### src/sv/tbp_pkg.sv
`timescale 1ns / 1ps
// Shared widths, constants and types of the token bucket policer.
package tbp_pkg;

    localparam int TIME_BITS  = 48;
    localparam int TOKEN_BITS = 24;
    localparam int LEN_BITS   = 16;
    localparam int RATE_BITS  = 16;
    localparam int WAIT_BITS  = 16;

    // quotient width of the wait division: the deficit needs TOKEN_BITS + 1 bits
    localparam int DIV_BITS   = TOKEN_BITS + 1;
    localparam int CNT_BITS   = $clog2(DIV_BITS);

    // elapsed ticks that matter for the refill product: up to 2^(TOKEN_BITS+1)
    localparam int DIFFM_BITS = TOKEN_BITS + 2;
    localparam int PROD_BITS  = DIFFM_BITS + RATE_BITS;

    localparam int ALU_BITS   = ((TIME_BITS > PROD_BITS) ? TIME_BITS : PROD_BITS) + 2;

    localparam int CFG_INDEX_BITS = 8;
    localparam int CFG_DATA_BITS  = (TOKEN_BITS > RATE_BITS) ? TOKEN_BITS : RATE_BITS;

    localparam logic [CFG_INDEX_BITS-1:0] REG_BUCKET_CAPACITY = CFG_INDEX_BITS'(0);
    localparam logic [CFG_INDEX_BITS-1:0] REG_REFILL_RATE     = CFG_INDEX_BITS'(1);

    localparam logic [TOKEN_BITS-1:0] CAPACITY_RESET = TOKEN_BITS'(65535);
    localparam logic [RATE_BITS-1:0]  RATE_RESET     = RATE_BITS'(1);

    localparam logic [WAIT_BITS-1:0] WAIT_MAX = {WAIT_BITS{1'b1}};

    typedef struct packed {
        logic sub;
    } alu_ctrl_t;

    typedef struct packed {
        logic [ALU_BITS-1:0] sum;
        logic                neg;
        logic                zero;
    } alu_res_t;

endpackage

### src/sv/tbp_if.sv
`timescale 1ns / 1ps
// Handshake channels of the policer: packet items, result items, register writes.
interface tbp_pkt_if;
    import tbp_pkg::*;
    logic                 valid;
    logic                 ready;
    logic [TIME_BITS-1:0] arrival_time;
    logic [LEN_BITS-1:0]  packet_length;
    logic                 is_retry;

    modport source (output valid, arrival_time, packet_length, is_retry, input ready);
    modport sink   (input valid, arrival_time, packet_length, is_retry, output ready);
endinterface

interface tbp_res_if;
    import tbp_pkg::*;
    logic                         valid;
    logic                         ready;
    logic                         conforms;
    logic [WAIT_BITS-1:0]         wait_ticks;
    logic signed [TOKEN_BITS:0]   tokens_left;

    modport source (output valid, conforms, wait_ticks, tokens_left, input ready);
    modport sink   (input valid, conforms, wait_ticks, tokens_left, output ready);
endinterface

interface tbp_cfg_if;
    import tbp_pkg::*;
    logic                      valid;
    logic                      ready;
    logic [CFG_INDEX_BITS-1:0] index;
    logic [CFG_DATA_BITS-1:0]  data;

    modport source (output valid, index, data, input ready);
    modport sink   (input valid, index, data, output ready);
endinterface

### src/sv/tbp_alu.sv
`timescale 1ns / 1ps
// Shared add/subtract unit with sign and zero flags, used by the arithmetic steps of the sequencer.
module tbp_alu (
    input  logic [tbp_pkg::ALU_BITS-1:0] a,
    input  logic [tbp_pkg::ALU_BITS-1:0] b,
    input  tbp_pkg::alu_ctrl_t           ctrl,
    output tbp_pkg::alu_res_t            res
);
    import tbp_pkg::*;

    logic [ALU_BITS-1:0] b_op;
    logic [ALU_BITS-1:0] sum;

    always_comb
    begin
        b_op = ctrl.sub ? ~b : b;
        sum  = a + b_op + ALU_BITS'(ctrl.sub);
    end

    assign res.sum  = sum;
    assign res.neg  = sum[ALU_BITS-1];
    assign res.zero = (sum == '0);

endmodule

### src/sv/tbp_cfg_regs.sv
`timescale 1ns / 1ps
// Configuration registers: bucket capacity and refill rate.
module tbp_cfg_regs (
    input  logic                          clk,
    input  logic                          rst_n,
    tbp_cfg_if.sink                       cfg,
    input  logic                          enable,
    output logic [tbp_pkg::TOKEN_BITS-1:0] capacity,
    output logic [tbp_pkg::RATE_BITS-1:0]  rate
);
    import tbp_pkg::*;

    logic [TOKEN_BITS-1:0] cap_reg;
    logic [TOKEN_BITS-1:0] cap_next;
    logic [RATE_BITS-1:0]  rate_reg;
    logic [RATE_BITS-1:0]  rate_next;

    assign cfg.ready = enable;

    always_comb
    begin
        cap_next  = cap_reg;
        rate_next = rate_reg;
        if (cfg.valid && enable)
        begin
            case (cfg.index)
                REG_BUCKET_CAPACITY: cap_next  = cfg.data[TOKEN_BITS-1:0];
                REG_REFILL_RATE:     rate_next = cfg.data[RATE_BITS-1:0];
                default:             ;
            endcase
        end
    end

    always_ff @(posedge clk or negedge rst_n)
    begin
        if (!rst_n)
        begin
            cap_reg  <= CAPACITY_RESET;
            rate_reg <= RATE_RESET;
        end
        else
        begin
            cap_reg  <= cap_next;
            rate_reg <= rate_next;
        end
    end

    assign capacity = cap_reg;
    assign rate     = rate_reg;

endmodule

### src/sv/token_bucket_policer.sv
`timescale 1ns / 1ps
// Token bucket policer: one packet item in, one verdict item out, one item in work at a time.
//
// The policer takes one packet item at a time. A small sequencer drives a single shared
// add/subtract unit through the refill (elapsed ticks, multiply by the rate, add, clamp to
// capacity), the length check and the deduction. A packet that conforms, or a retry of the
// delayed packet, has its result registered without a division; a delayed packet with a
// nonzero rate also runs a restoring division of the deficit by the rate on the same unit,
// one quotient bit per cycle for TOKEN_BITS + 1 quotient bits. The next packet is taken in
// the cycle after the result is registered, while that result may still wait in the output
// register. Register writes are taken only while no packet is in work.
module token_bucket_policer (
    input  logic      clk,
    input  logic      rst_n,
    tbp_pkt_if.sink   pkt,
    tbp_res_if.source res,
    tbp_cfg_if.sink   cfg
);
    import tbp_pkg::*;

    typedef enum logic [10:0] {
        S_IDLE  = 11'b000_0000_0001,
        S_DIFF  = 11'b000_0000_0010,
        S_BIG   = 11'b000_0000_0100,
        S_ADD   = 11'b000_0000_1000,
        S_CLAMP = 11'b000_0001_0000,
        S_LEN   = 11'b000_0010_0000,
        S_SUB   = 11'b000_0100_0000,
        S_NUM   = 11'b000_1000_0000,
        S_DIV   = 11'b001_0000_0000,
        S_FIN   = 11'b010_0000_0000,
        S_DONE  = 11'b100_0000_0000
    } state_t;

    localparam logic [ALU_BITS-1:0] BIG_LIMIT = ALU_BITS'(1) << (TOKEN_BITS + 1);
    localparam logic [ALU_BITS-1:0] ALU_ONE   = ALU_BITS'(1);
    localparam logic signed [TOKEN_BITS:0] TOK_MIN = {1'b1, {TOKEN_BITS{1'b0}}};

    function automatic logic [ALU_BITS-1:0] sext_tok(input logic [TOKEN_BITS:0] v);
        sext_tok = {{(ALU_BITS - TOKEN_BITS - 1){v[TOKEN_BITS]}}, v};
    endfunction

    logic [TOKEN_BITS-1:0] capacity;
    logic [RATE_BITS-1:0]  rate;
    logic                  idle;

    alu_ctrl_t           alu_ctrl;
    logic [ALU_BITS-1:0] alu_a;
    logic [ALU_BITS-1:0] alu_b;
    alu_res_t            alu_res;

    state_t                      state_reg, state_next;
    logic signed [TOKEN_BITS:0]  tok_reg, tok_next;
    logic [TIME_BITS-1:0]        last_reg, last_next;
    logic                        pend_reg, pend_next;
    logic                        ovalid_reg, ovalid_next;

    logic [TIME_BITS-1:0]        now_reg, now_next;
    logic [LEN_BITS-1:0]         len_reg, len_next;
    logic                        retry_reg, retry_next;
    logic [ALU_BITS-1:0]         acc_reg, acc_next;
    logic [PROD_BITS-1:0]        prod_reg, prod_next;
    logic                        big_reg, big_next;
    logic [DIV_BITS-1:0]         num_reg, num_next;
    logic [RATE_BITS-1:0]        rem_reg, rem_next;
    logic [CNT_BITS-1:0]         cnt_reg, cnt_next;
    logic                        ok_reg, ok_next;
    logic [WAIT_BITS-1:0]        wait_reg, wait_next;
    logic                        oconf_reg, oconf_next;
    logic [WAIT_BITS-1:0]        owait_reg, owait_next;
    logic signed [TOKEN_BITS:0]  otok_reg, otok_next;

    assign idle = (state_reg == S_IDLE);

    tbp_cfg_regs u_cfg (
        .clk      (clk),
        .rst_n    (rst_n),
        .cfg      (cfg),
        .enable   (idle),
        .capacity (capacity),
        .rate     (rate)
    );

    tbp_alu u_alu (
        .a    (alu_a),
        .b    (alu_b),
        .ctrl (alu_ctrl),
        .res  (alu_res)
    );

    assign pkt.ready = idle;

    always_comb
    begin
        state_next  = state_reg;
        tok_next    = tok_reg;
        last_next   = last_reg;
        pend_next   = pend_reg;
        ovalid_next = ovalid_reg && !res.ready;
        now_next    = now_reg;
        len_next    = len_reg;
        retry_next  = retry_reg;
        acc_next    = acc_reg;
        prod_next   = prod_reg;
        big_next    = big_reg;
        num_next    = num_reg;
        rem_next    = rem_reg;
        cnt_next    = cnt_reg;
        ok_next     = ok_reg;
        wait_next   = wait_reg;
        oconf_next  = oconf_reg;
        owait_next  = owait_reg;
        otok_next   = otok_reg;
        alu_a       = '0;
        alu_b       = '0;
        alu_ctrl    = '{sub: 1'b0};

        case (state_reg)
            S_IDLE:
            begin
                if (pkt.valid)
                begin
                    now_next   = pkt.arrival_time;
                    len_next   = pkt.packet_length;
                    retry_next = pkt.is_retry;
                    state_next = S_DIFF;
                end
            end
            S_DIFF:
            begin
                alu_a     = ALU_BITS'(now_reg);
                alu_b     = ALU_BITS'(last_reg);
                alu_ctrl  = '{sub: 1'b1};
                acc_next  = alu_res.sum;
                last_next = now_reg;
                // no elapsed time: skip refill and clamp
                state_next = (alu_res.neg || alu_res.zero) ? S_LEN : S_BIG;
            end
            S_BIG:
            begin
                alu_a      = BIG_LIMIT;
                alu_b      = acc_reg;
                alu_ctrl   = '{sub: 1'b1};
                big_next   = alu_res.neg && (rate != '0);
                prod_next  = PROD_BITS'(acc_reg[DIFFM_BITS-1:0]) * PROD_BITS'(rate);
                state_next = S_ADD;
            end
            S_ADD:
            begin
                // saturated refill fills to capacity
                alu_a      = big_reg ? ALU_BITS'(capacity) : sext_tok(tok_reg);
                alu_b      = big_reg ? '0 : ALU_BITS'(prod_reg);
                acc_next   = alu_res.sum;
                state_next = S_CLAMP;
            end
            S_CLAMP:
            begin
                alu_a      = acc_reg;
                alu_b      = ALU_BITS'(capacity);
                alu_ctrl   = '{sub: 1'b1};
                tok_next   = alu_res.neg ? acc_reg[TOKEN_BITS:0] : {1'b0, capacity};
                state_next = S_LEN;
            end
            S_LEN:
            begin
                if (retry_reg && pend_reg)
                begin
                    pend_next  = 1'b0;
                    ok_next    = 1'b1;
                    wait_next  = '0;
                    state_next = S_DONE;
                end
                else
                begin
                    alu_a      = ALU_BITS'(len_reg);
                    alu_b      = sext_tok(tok_reg);
                    alu_ctrl   = '{sub: 1'b1};
                    acc_next   = alu_res.sum;
                    ok_next    = alu_res.neg || alu_res.zero;
                    state_next = S_SUB;
                end
            end
            S_SUB:
            begin
                alu_a    = sext_tok(tok_reg);
                alu_b    = ALU_BITS'(len_reg);
                alu_ctrl = '{sub: 1'b1};
                // below the floor: negative with the floor bit clear
                if (alu_res.neg && !alu_res.sum[TOKEN_BITS])
                    tok_next = TOK_MIN;
                else
                    tok_next = alu_res.sum[TOKEN_BITS:0];
                if (ok_reg)
                begin
                    wait_next  = '0;
                    state_next = S_DONE;
                end
                else
                begin
                    pend_next = 1'b1;
                    if (rate == '0)
                    begin
                        wait_next  = WAIT_MAX;
                        state_next = S_DONE;
                    end
                    else
                        state_next = S_NUM;
                end
            end
            S_NUM:
            begin
                // ceil(d / r) = floor((d - 1) / r) + 1 for d > 0
                alu_a      = acc_reg;
                alu_b      = ALU_ONE;
                alu_ctrl   = '{sub: 1'b1};
                num_next   = alu_res.sum[DIV_BITS-1:0];
                rem_next   = '0;
                cnt_next   = CNT_BITS'(DIV_BITS - 1);
                state_next = S_DIV;
            end
            S_DIV:
            begin
                alu_a    = ALU_BITS'({rem_reg, num_reg[DIV_BITS-1]});
                alu_b    = ALU_BITS'(rate);
                alu_ctrl = '{sub: 1'b1};
                if (alu_res.neg)
                    rem_next = alu_a[RATE_BITS-1:0];
                else
                    rem_next = alu_res.sum[RATE_BITS-1:0];
                num_next = {num_reg[DIV_BITS-2:0], !alu_res.neg};
                cnt_next = cnt_reg - CNT_BITS'(1);
                if (cnt_reg == '0)
                    state_next = S_FIN;
            end
            S_FIN:
            begin
                alu_a = ALU_BITS'(num_reg);
                alu_b = ALU_ONE;
                if (alu_res.sum[ALU_BITS-1:WAIT_BITS] != '0)
                    wait_next = WAIT_MAX;
                else
                    wait_next = alu_res.sum[WAIT_BITS-1:0];
                state_next = S_DONE;
            end
            S_DONE:
            begin
                // hold until the output register is free or being emptied
                if (!ovalid_reg || res.ready)
                begin
                    ovalid_next = 1'b1;
                    oconf_next  = ok_reg;
                    owait_next  = wait_reg;
                    otok_next   = tok_reg;
                    state_next  = S_IDLE;
                end
            end
            default:
            begin
                state_next = S_IDLE;
            end
        endcase
    end

    always_ff @(posedge clk or negedge rst_n)
    begin
        if (!rst_n)
        begin
            state_reg  <= S_IDLE;
            tok_reg    <= '0;
            last_reg   <= '0;
            pend_reg   <= 1'b0;
            ovalid_reg <= 1'b0;
        end
        else
        begin
            state_reg  <= state_next;
            tok_reg    <= tok_next;
            last_reg   <= last_next;
            pend_reg   <= pend_next;
            ovalid_reg <= ovalid_next;
        end
    end

    always_ff @(posedge clk)
    begin
        now_reg   <= now_next;
        len_reg   <= len_next;
        retry_reg <= retry_next;
        acc_reg   <= acc_next;
        prod_reg  <= prod_next;
        big_reg   <= big_next;
        num_reg   <= num_next;
        rem_reg   <= rem_next;
        cnt_reg   <= cnt_next;
        ok_reg    <= ok_next;
        wait_reg  <= wait_next;
        oconf_reg <= oconf_next;
        owait_reg <= owait_next;
        otok_reg  <= otok_next;
    end

    assign res.valid       = ovalid_reg;
    assign res.conforms    = oconf_reg;
    assign res.wait_ticks  = owait_reg;
    assign res.tokens_left = otok_reg;

    a_take_starts_work: assert property (@(posedge clk) disable iff (!rst_n)
        pkt.valid && pkt.ready |=> state_reg == S_DIFF)
        else $error("accepted item did not start the refill step");

    a_rem_below_rate: assert property (@(posedge clk) disable iff (!rst_n)
        state_reg == S_DIV |-> rem_reg < rate)
        else $error("division remainder not below the rate");

    a_delay_marks_pending: assert property (@(posedge clk) disable iff (!rst_n)
        state_reg == S_DONE && !ok_reg |-> pend_reg)
        else $error("delayed packet left no pending mark");

    a_conform_no_wait: assert property (@(posedge clk) disable iff (!rst_n)
        res.valid && res.conforms |-> res.wait_ticks == '0)
        else $error("conforming item carries a wait");

endmodule
### src/flat_wrapper.sv
// flat-port wrapper written by rule: the top's interface ports become plain ports
module token_bucket_policer_flat import tbp_pkg::*;
  (clk, rst_n, pkt_valid, pkt_arrival_time, pkt_packet_length, pkt_is_retry, pkt_ready, res_valid, res_conforms, res_wait_ticks, res_tokens_left, res_ready, cfg_valid, cfg_index, cfg_data, cfg_ready);
  tbp_pkt_if pkt_i ();
  tbp_res_if res_i ();
  tbp_cfg_if cfg_i ();
  input  logic clk;
  input  logic rst_n;
  input wire logic [$bits(pkt_i.valid)-1:0] pkt_valid;
  input wire logic [$bits(pkt_i.arrival_time)-1:0] pkt_arrival_time;
  input wire logic [$bits(pkt_i.packet_length)-1:0] pkt_packet_length;
  input wire logic [$bits(pkt_i.is_retry)-1:0] pkt_is_retry;
  output wire logic [$bits(pkt_i.ready)-1:0] pkt_ready;
  output wire logic [$bits(res_i.valid)-1:0] res_valid;
  output wire logic [$bits(res_i.conforms)-1:0] res_conforms;
  output wire logic [$bits(res_i.wait_ticks)-1:0] res_wait_ticks;
  output wire logic [$bits(res_i.tokens_left)-1:0] res_tokens_left;
  input wire logic [$bits(res_i.ready)-1:0] res_ready;
  input wire logic [$bits(cfg_i.valid)-1:0] cfg_valid;
  input wire logic [$bits(cfg_i.index)-1:0] cfg_index;
  input wire logic [$bits(cfg_i.data)-1:0] cfg_data;
  output wire logic [$bits(cfg_i.ready)-1:0] cfg_ready;
  assign pkt_i.valid = pkt_valid;
  assign pkt_i.arrival_time = pkt_arrival_time;
  assign pkt_i.packet_length = pkt_packet_length;
  assign pkt_i.is_retry = pkt_is_retry;
  assign pkt_ready = pkt_i.ready;
  assign res_valid = res_i.valid;
  assign res_conforms = res_i.conforms;
  assign res_wait_ticks = res_i.wait_ticks;
  assign res_tokens_left = res_i.tokens_left;
  assign res_i.ready = res_ready;
  assign cfg_i.valid = cfg_valid;
  assign cfg_i.index = cfg_index;
  assign cfg_i.data = cfg_data;
  assign cfg_ready = cfg_i.ready;
  token_bucket_policer u_core (.clk(clk), .rst_n(rst_n), .pkt(pkt_i), .res(res_i), .cfg(cfg_i));
endmodule
### config.mk
export PLATFORM = sky130hd
export DESIGN_NAME = token_bucket_policer_flat
export DESIGN_NICKNAME = d
export VERILOG_FILES = /design/src/sv/tbp_pkg.sv /design/src/sv/tbp_if.sv /design/src/sv/tbp_alu.sv /design/src/sv/tbp_cfg_regs.sv /design/src/sv/token_bucket_policer.sv /design/src/flat_wrapper.sv
export SDC_FILE = /design/constraint.sdc
export NUM_CORES = 2
export LEC_CHECK = 0
export ABC_AREA = 1
export BUFFER_PORTS_ARGS = -buffer_cell sky130_fd_sc_hd__buf_2
export CORE_MARGIN = 2
export CORE_UTILIZATION = 45
export CTS_BUF_LIST = sky130_fd_sc_hd__clkbuf_16
export DETAILED_ROUTE_END_ITERATION = 7
export SKIP_LAST_GASP = 1
export SLEW_MARGIN = 10
export SYNTH_ARGS = -nofsm -noshare
export SYNTH_HDL_FRONTEND = slang
export SYNTH_SLANG_ARGS = --single-unit
### constraint.sdc
create_clock -name clk -period 7.44 [get_ports clk]
set_input_delay 0.372 -clock clk [delete_from_list [all_inputs] [get_ports clk]]
set_output_delay 0.372 -clock clk [all_outputs]
set_load 0.03 [all_outputs]
After elaboration in Yosys (flattened, before gate mapping):

Cells that the tools add are included.

* output and inout bits: 45
* input port bits: 102
* flip-flop bits (word level): 389

* add/sub/neg operators: 3
* mux-type cells: 36
* multiply operators: 1
* reductions and logical operators: 34
* bitwise operators: 1
* eq/ne operators: 19

Operators by type and width (count)
* case mux 50 bit (8 select lines): 2
* 2-to-1 mux 50 bit: 4
* case mux 11 bit (11 select lines): 1
* case mux 25 bit (2 select lines): 2
* case mux 50 bit (2 select lines): 1
* 2-to-1 mux 16 bit: 6
* 2-to-1 mux 11 bit: 6
* adder 50 x 1 -> 50 bit: 1
* adder 50 bit: 1
* logical NOT 50 bit: 1
* 2-to-1 mux 25 bit: 2
* inverter 50 bit: 1
* case mux 16 bit (3 select lines): 1
* multiplier 26 x 16 -> 42 bit: 1
* 2-to-1 mux 42 bit: 1
* nonzero test 34 bit: 1
* case mux 16 bit (2 select lines): 1
* logical NOT 16 bit: 1
* nonzero test 16 bit: 1
* equality test 11 x 1 -> 1 bit (second input constant): 1
* equality test 11 x 10 -> 1 bit (second input constant): 1
* equality test 11 bit (second input constant): 1
* equality test 11 x 2 -> 1 bit (second input constant): 1
* equality test 11 x 3 -> 1 bit (second input constant): 1
* other kinds (26): 54

Longest topological paths before layout:

* depth in word-level cells: 11
* depth in mapped cells: 37

Modules after synthesis:

Synthesis repeated with hierarchy kept, for this count alone.

* cells, all modules: 4787
* area, all modules: 36827.8 um2

Modules (own cells, without submodules)
* token_bucket_policer: area each 30035.1 um2, instances 1, cells each 3566
* tbp_alu: area each 5086.1 um2, instances 1, cells each 1032
* tbp_cfg_regs: area each 1706.6 um2, instances 1, cells each 189

Least setup slack after synthesis:

Ideal clock, no wire load.

* kind: flip-flop to flip-flop
* start: register u_core.state_reg[0]
* end: register u_core.len_reg[0], enable pin
* setup slack: -0.543 ns
* arrival: 7.335 ns
* setup time: 0.648 ns
* stages on the path, launching flop included: 8
* clock period less this slack: 7.983 ns
* required time: 6.792 ns
* cells stage by stage: dfstp_2 -> nor2_4 -> nand2_8 -> nor2_4 -> nand2_1 -> buf_2 -> a21oi_1 -> nor4_1

* longest elaborated chain between the ends: 2

RTL lines
* from (decl): RTL line token_bucket_policer.sv:52 `state_t state_reg, state_next;`
* from (signal assigned): RTL line token_bucket_policer.sv:276 `state_reg <= state_next;`
* equality test 11 x 1 -> 1 bit: RTL line token_bucket_policer.sv:118 `case (state_reg)`
* AND reduction 2 bit (no line)
* to (signal assigned): RTL line token_bucket_policer.sv:287 `len_reg <= len_next;`
* to (decl): RTL line token_bucket_policer.sv:59 `logic [LEN_BITS-1:0] len_reg, len_next;`

Every way passes these cells.
A chain may end at the register's enable or synchronous reset.

Final worst setup path:

* start: register u_core.acc_reg[3]
* end: register u_core.prod_reg[27], data pin

* longest elaborated chain between the ends: 1

RTL lines
* from (decl): RTL line token_bucket_policer.sv:61 `logic [ALU_BITS-1:0] acc_reg, acc_next;`
* from (signal assigned): RTL line token_bucket_policer.sv:289 `acc_reg <= acc_next;`
* multiplier 26 x 16 -> 42 bit: RTL line token_bucket_policer.sv:145 `prod_next = PROD_BITS'(acc_reg[DIFFM_BITS-1:0]) * PROD_BITS'(rate);`
* to (signal assigned): RTL line token_bucket_policer.sv:290 `prod_reg <= prod_next;`
* to (decl): RTL line token_bucket_policer.sv:62 `logic [PROD_BITS-1:0] prod_reg, prod_next;`

Every way passes these cells.

==> impl_metrics.toml <==
[die]
ios = 147
die_x_um = 280
row_count = 101
die_h_um = 280
start_util = 0.453
dieArea_mm2 = 0.0783
core_mm2 = 0.0756

[timing]
drv_slew = 0
timing.slew.headroom = 0.295
setup_violations = 0
setup_tns_ns = 0
clock_skew_ns = 0.0447
fin_crit_ns = 6.97
period_share = 0.936
max_freq_mhz = 144
worst_pin_slew_ns = 1.06
rsz0062_at_grt = "no"
final-hold-violation-count = 0

[yosys]
synth_area_leader_cell = "edfxtp_1"
synth_edf_count = 263
ys_ff_latch = 389
synth_cells = 4105
ys.flop_type = "edfxtp_1"
synthTopCellsByArea = "edfxtp_1, fa_1, nand2_1"
yosysSeqAreaShare = 0.323
synth_fp_nets = 4705
syn_area_per_cell_um2 = 8.34
synth_top_area_frac = 0.231
synthArstFlopShare = 0.324
netlist_area_mm2 = 0.0342
ys_types = 57
ys_warn_count = 0

[clock_network]
post_cts_buffers = 0
cts-buffers-inserted = 45
insertion_delay_ns = 0.61
cts_buffer_depth = 3
cts_resized = 0
postCtsHoldBufs = 63
clk_pin_slew_ns = 0.06
htree_levels = 2
cts-root-buf = "clkbuf_16"
tritoncts = "done"
clock-sinks = 389

[worst_setup_path]
cpMostUsedCell = "fa_1"
crit_chain = "nand2_1 > fa_1 > fa_1 > inv_1 > ha_1 > inv_1 > fa_1 > inv_1 > fa_1 > fa_1 > ha_1 > nand2_1 > inv_1 > a21oi_1 > o21ai_1 > a21boi_1 > o21ai_1 > a21boi_1 > o21ai_1 > a21boi_1 > o21ai_0 > nand2_1 > nand2_1 > xor2_1"
rrSetupSlack_ns = 0.47
slowest_delay_ns = 0.95
cp.arrival_ns = 7.38
endpoint_kind = "flop"
critical-path-top-delay-family = "adder cells"
cp-start-kind = "flop"
cp_slowest_cell = "edfxtp_1"
rr_startpoint = "u_core.acc_reg[3]$_DFFE_PP_"
crit_buf_inv = 4
cp.required_ns = 7.85
criticalPathCategory = "reg2reg"
crit_fanout = 14
reg2reg_to = "u_core.prod_reg[27]$_DFFE_PN_"
rr_worst_depth = 24

[placement]
dp_hpwl_um = 87700
port_buffers = 146
gp_congestion = 1.00

[global_route]
grt_busiest_layer = "met2"
grt_max_degree = 65
grtUsageMet3 = 0.0562
gr-total-overflow = 0
met1_usage = 0.414
grt_use_met2 = 0.456
grt_pass1_vias = 28876
grt_util_all_layers = 0.292
grt_pass1_wl_um = 173000
antenna_found_initial = 7

[cells_and_area]
largest_reg_flops = 50
multi_input_comb_area_mm2 = 0.0193
regArea_mm2 = 0.0111
fillerInstances = 7248
final_nets = 4867
drive_gt1_frac = 0.0941
area_delta_synth_final_pct = 12.4

[route]
antenna_left = 0
drt-total-wl_um = 113000
drtIter0Drc = 3062
vias_per_cell = 5.48
vias = 28945
firstDrtPassIters = 6
routedWlPerCell_um = 21.4
drcViolationCount = 0

[min_path]
hold_depth = 1
min_to = "u_core.now_reg[6]$_DFFE_PP_"
min_from = "pkt_arrival_time[6]"
worstHoldPathType = "in2reg"

[power]
swShare = 0.452
p_leak_nw = 18.9
p_sw_w = 0.00487
p_clk_frac = 0.225
vdd_drop_max_uv = 168
power_frac_comb = 0.436
power_w = 0.0108
power.density_mw_per_mm2 = 280
seqPwrFrac = 0.339
internal_power_w = 0.00591

[run_status]
status = "complete, no violations"

[run]
max-cap-violations = 0
-- power by group through the flow --
stage	Combinational, W	Sequential (W)	Clock (W)
4_1_cts	0.00459	0.00362	0.00246
5_1_grt	0.00511	0.00368	0.00253
3_5_place_dp	0.00453	0.00366	0
6_report	0.00470	0.00365	0.00242
2_1_floorplan	0.00306	0.00331	0
3_3_place_gp	0.00451	0.00365	0
-- area by class of cell --
type / count / area share
Clock buffer: 45 / 0.0293
Inverter: 860 / 0.0839
Antenna cell: 2 / 0.000130
Sequential cell: 389 / 0.288
Multi-Input combinational cell: 2666 / 0.500
Timing Repair Buffer: 305 / 0.0543
Clock inverter: 39 / 0.0124
Tap cell: 978 / 0.0318
-- metal layers --
layer	wire (µm)	part of all wire	vias up
li1	-	-	13272
met2	50000	0.44	1357
met5	13	0.00011	-
met3	11200	0.099	177
met1	48800	0.43	14137
met4	3120	0.028	2
-- cells by family (layout without fill, tap and decap cells) --
kind of cell	count (synthesis)	count (layout)	share of synthesized area
and+or+nand+nor	1462	1462	0.174
buffers and inverters	1050	1249	0.116
AOI/OAI and AO/OA	622	622	0.109
adders and majority gates	498	498	0.255
DFF	389	389	0.323
xor gates and xnor gates	76	76	0.0197
muxes	8	8	0.00263
other	0	2	0
-- worst max path at each step --
stage                                           from                       endpoint  slack, ns  cells after the start
floorplan           u_core.u_cfg.rate[1]$_DFFE_PN0P_  u_core.prod_reg[36]$_DFFE_PN_       1.07                     30
global placement    u_core.u_cfg.rate[4]$_DFFE_PN0P_  u_core.prod_reg[36]$_DFFE_PN_       0.64                     28
detailed placement  u_core.u_cfg.rate[4]$_DFFE_PN0P_  u_core.prod_reg[36]$_DFFE_PN_       0.62                     28
CTS                 u_core.u_cfg.rate[4]$_DFFE_PN0P_  u_core.prod_reg[36]$_DFFE_PN_       0.56                     28
global route        u_core.u_cfg.rate[4]$_DFFE_PN0P_  u_core.prod_reg[36]$_DFFE_PN_       0.12                     28
finish                   u_core.acc_reg[3]$_DFFE_PP_  u_core.prod_reg[27]$_DFFE_PN_       0.47                     24
-- synth_stat cells, types with 5 or more instances --
library cell  instances
dfrtp_1             108
nand3_1             112
nor3_1               13
nor2_4                5
o22ai_1              30
inv_1               841
clkbuf_1            146
o211ai_1             56
a22oi_1              17
fa_1                335
nand2_4               5
nand4_1              19
a221oi_1             25
a21oi_1             183
nand3_2               6
o21ai_0             199
nand2_2              10
buf_2                13
nor2_1              209
o21ai_1               6
a31oi_1              41
mux2_2                8
dfstp_2              18
xnor2_1              21
nor4_1               15
edfxtp_1            263
buf_1                27
o221ai_1             31
inv_2                15
ha_1                163
xor2_1               54
a32o_1               11
nand2_1            1050
-- cells in the final DEF (no fill, tap or decap), types with 14 or more instances in the layout --
cell	instances
o21ai_0	199
fa_1	335
buf_2	145
dfstp_2	18
o221ai_1	31
buf_4	96
a221oi_1	25
dfrtp_1	108
xnor2_1	21
nor2_1	206
inv_2	16
xor2_1	53
nand4_1	19
a22oi_1	17
ha_1	163
nor4_1	14
a21oi_1	183
o211ai_1	56
o22ai_1	30
nand2_1	1048
dlygate4sd3_1	63
edfxtp_1	263
clkbuf_16	45
inv_1	843
a31oi_1	40
nand3_1	112
-- through the flow --
step	setup WS [ns]	util	instance area (µm²)	hold WS (ns)	std cells
finish	0.474	0.509	38500	0.0321	5284
global route	0.118	0.509	38500	0.0317	5282
CTS	0.559	0.509	38500	0.00679	5282
detailed placement	0.618	0.480	36200	0.405	5135
global placement	0.636	0.480	36200	0.403	5135
floorplan	1.07	-	34200	0.0764	4105
Power figures use the tool's default switching activity.
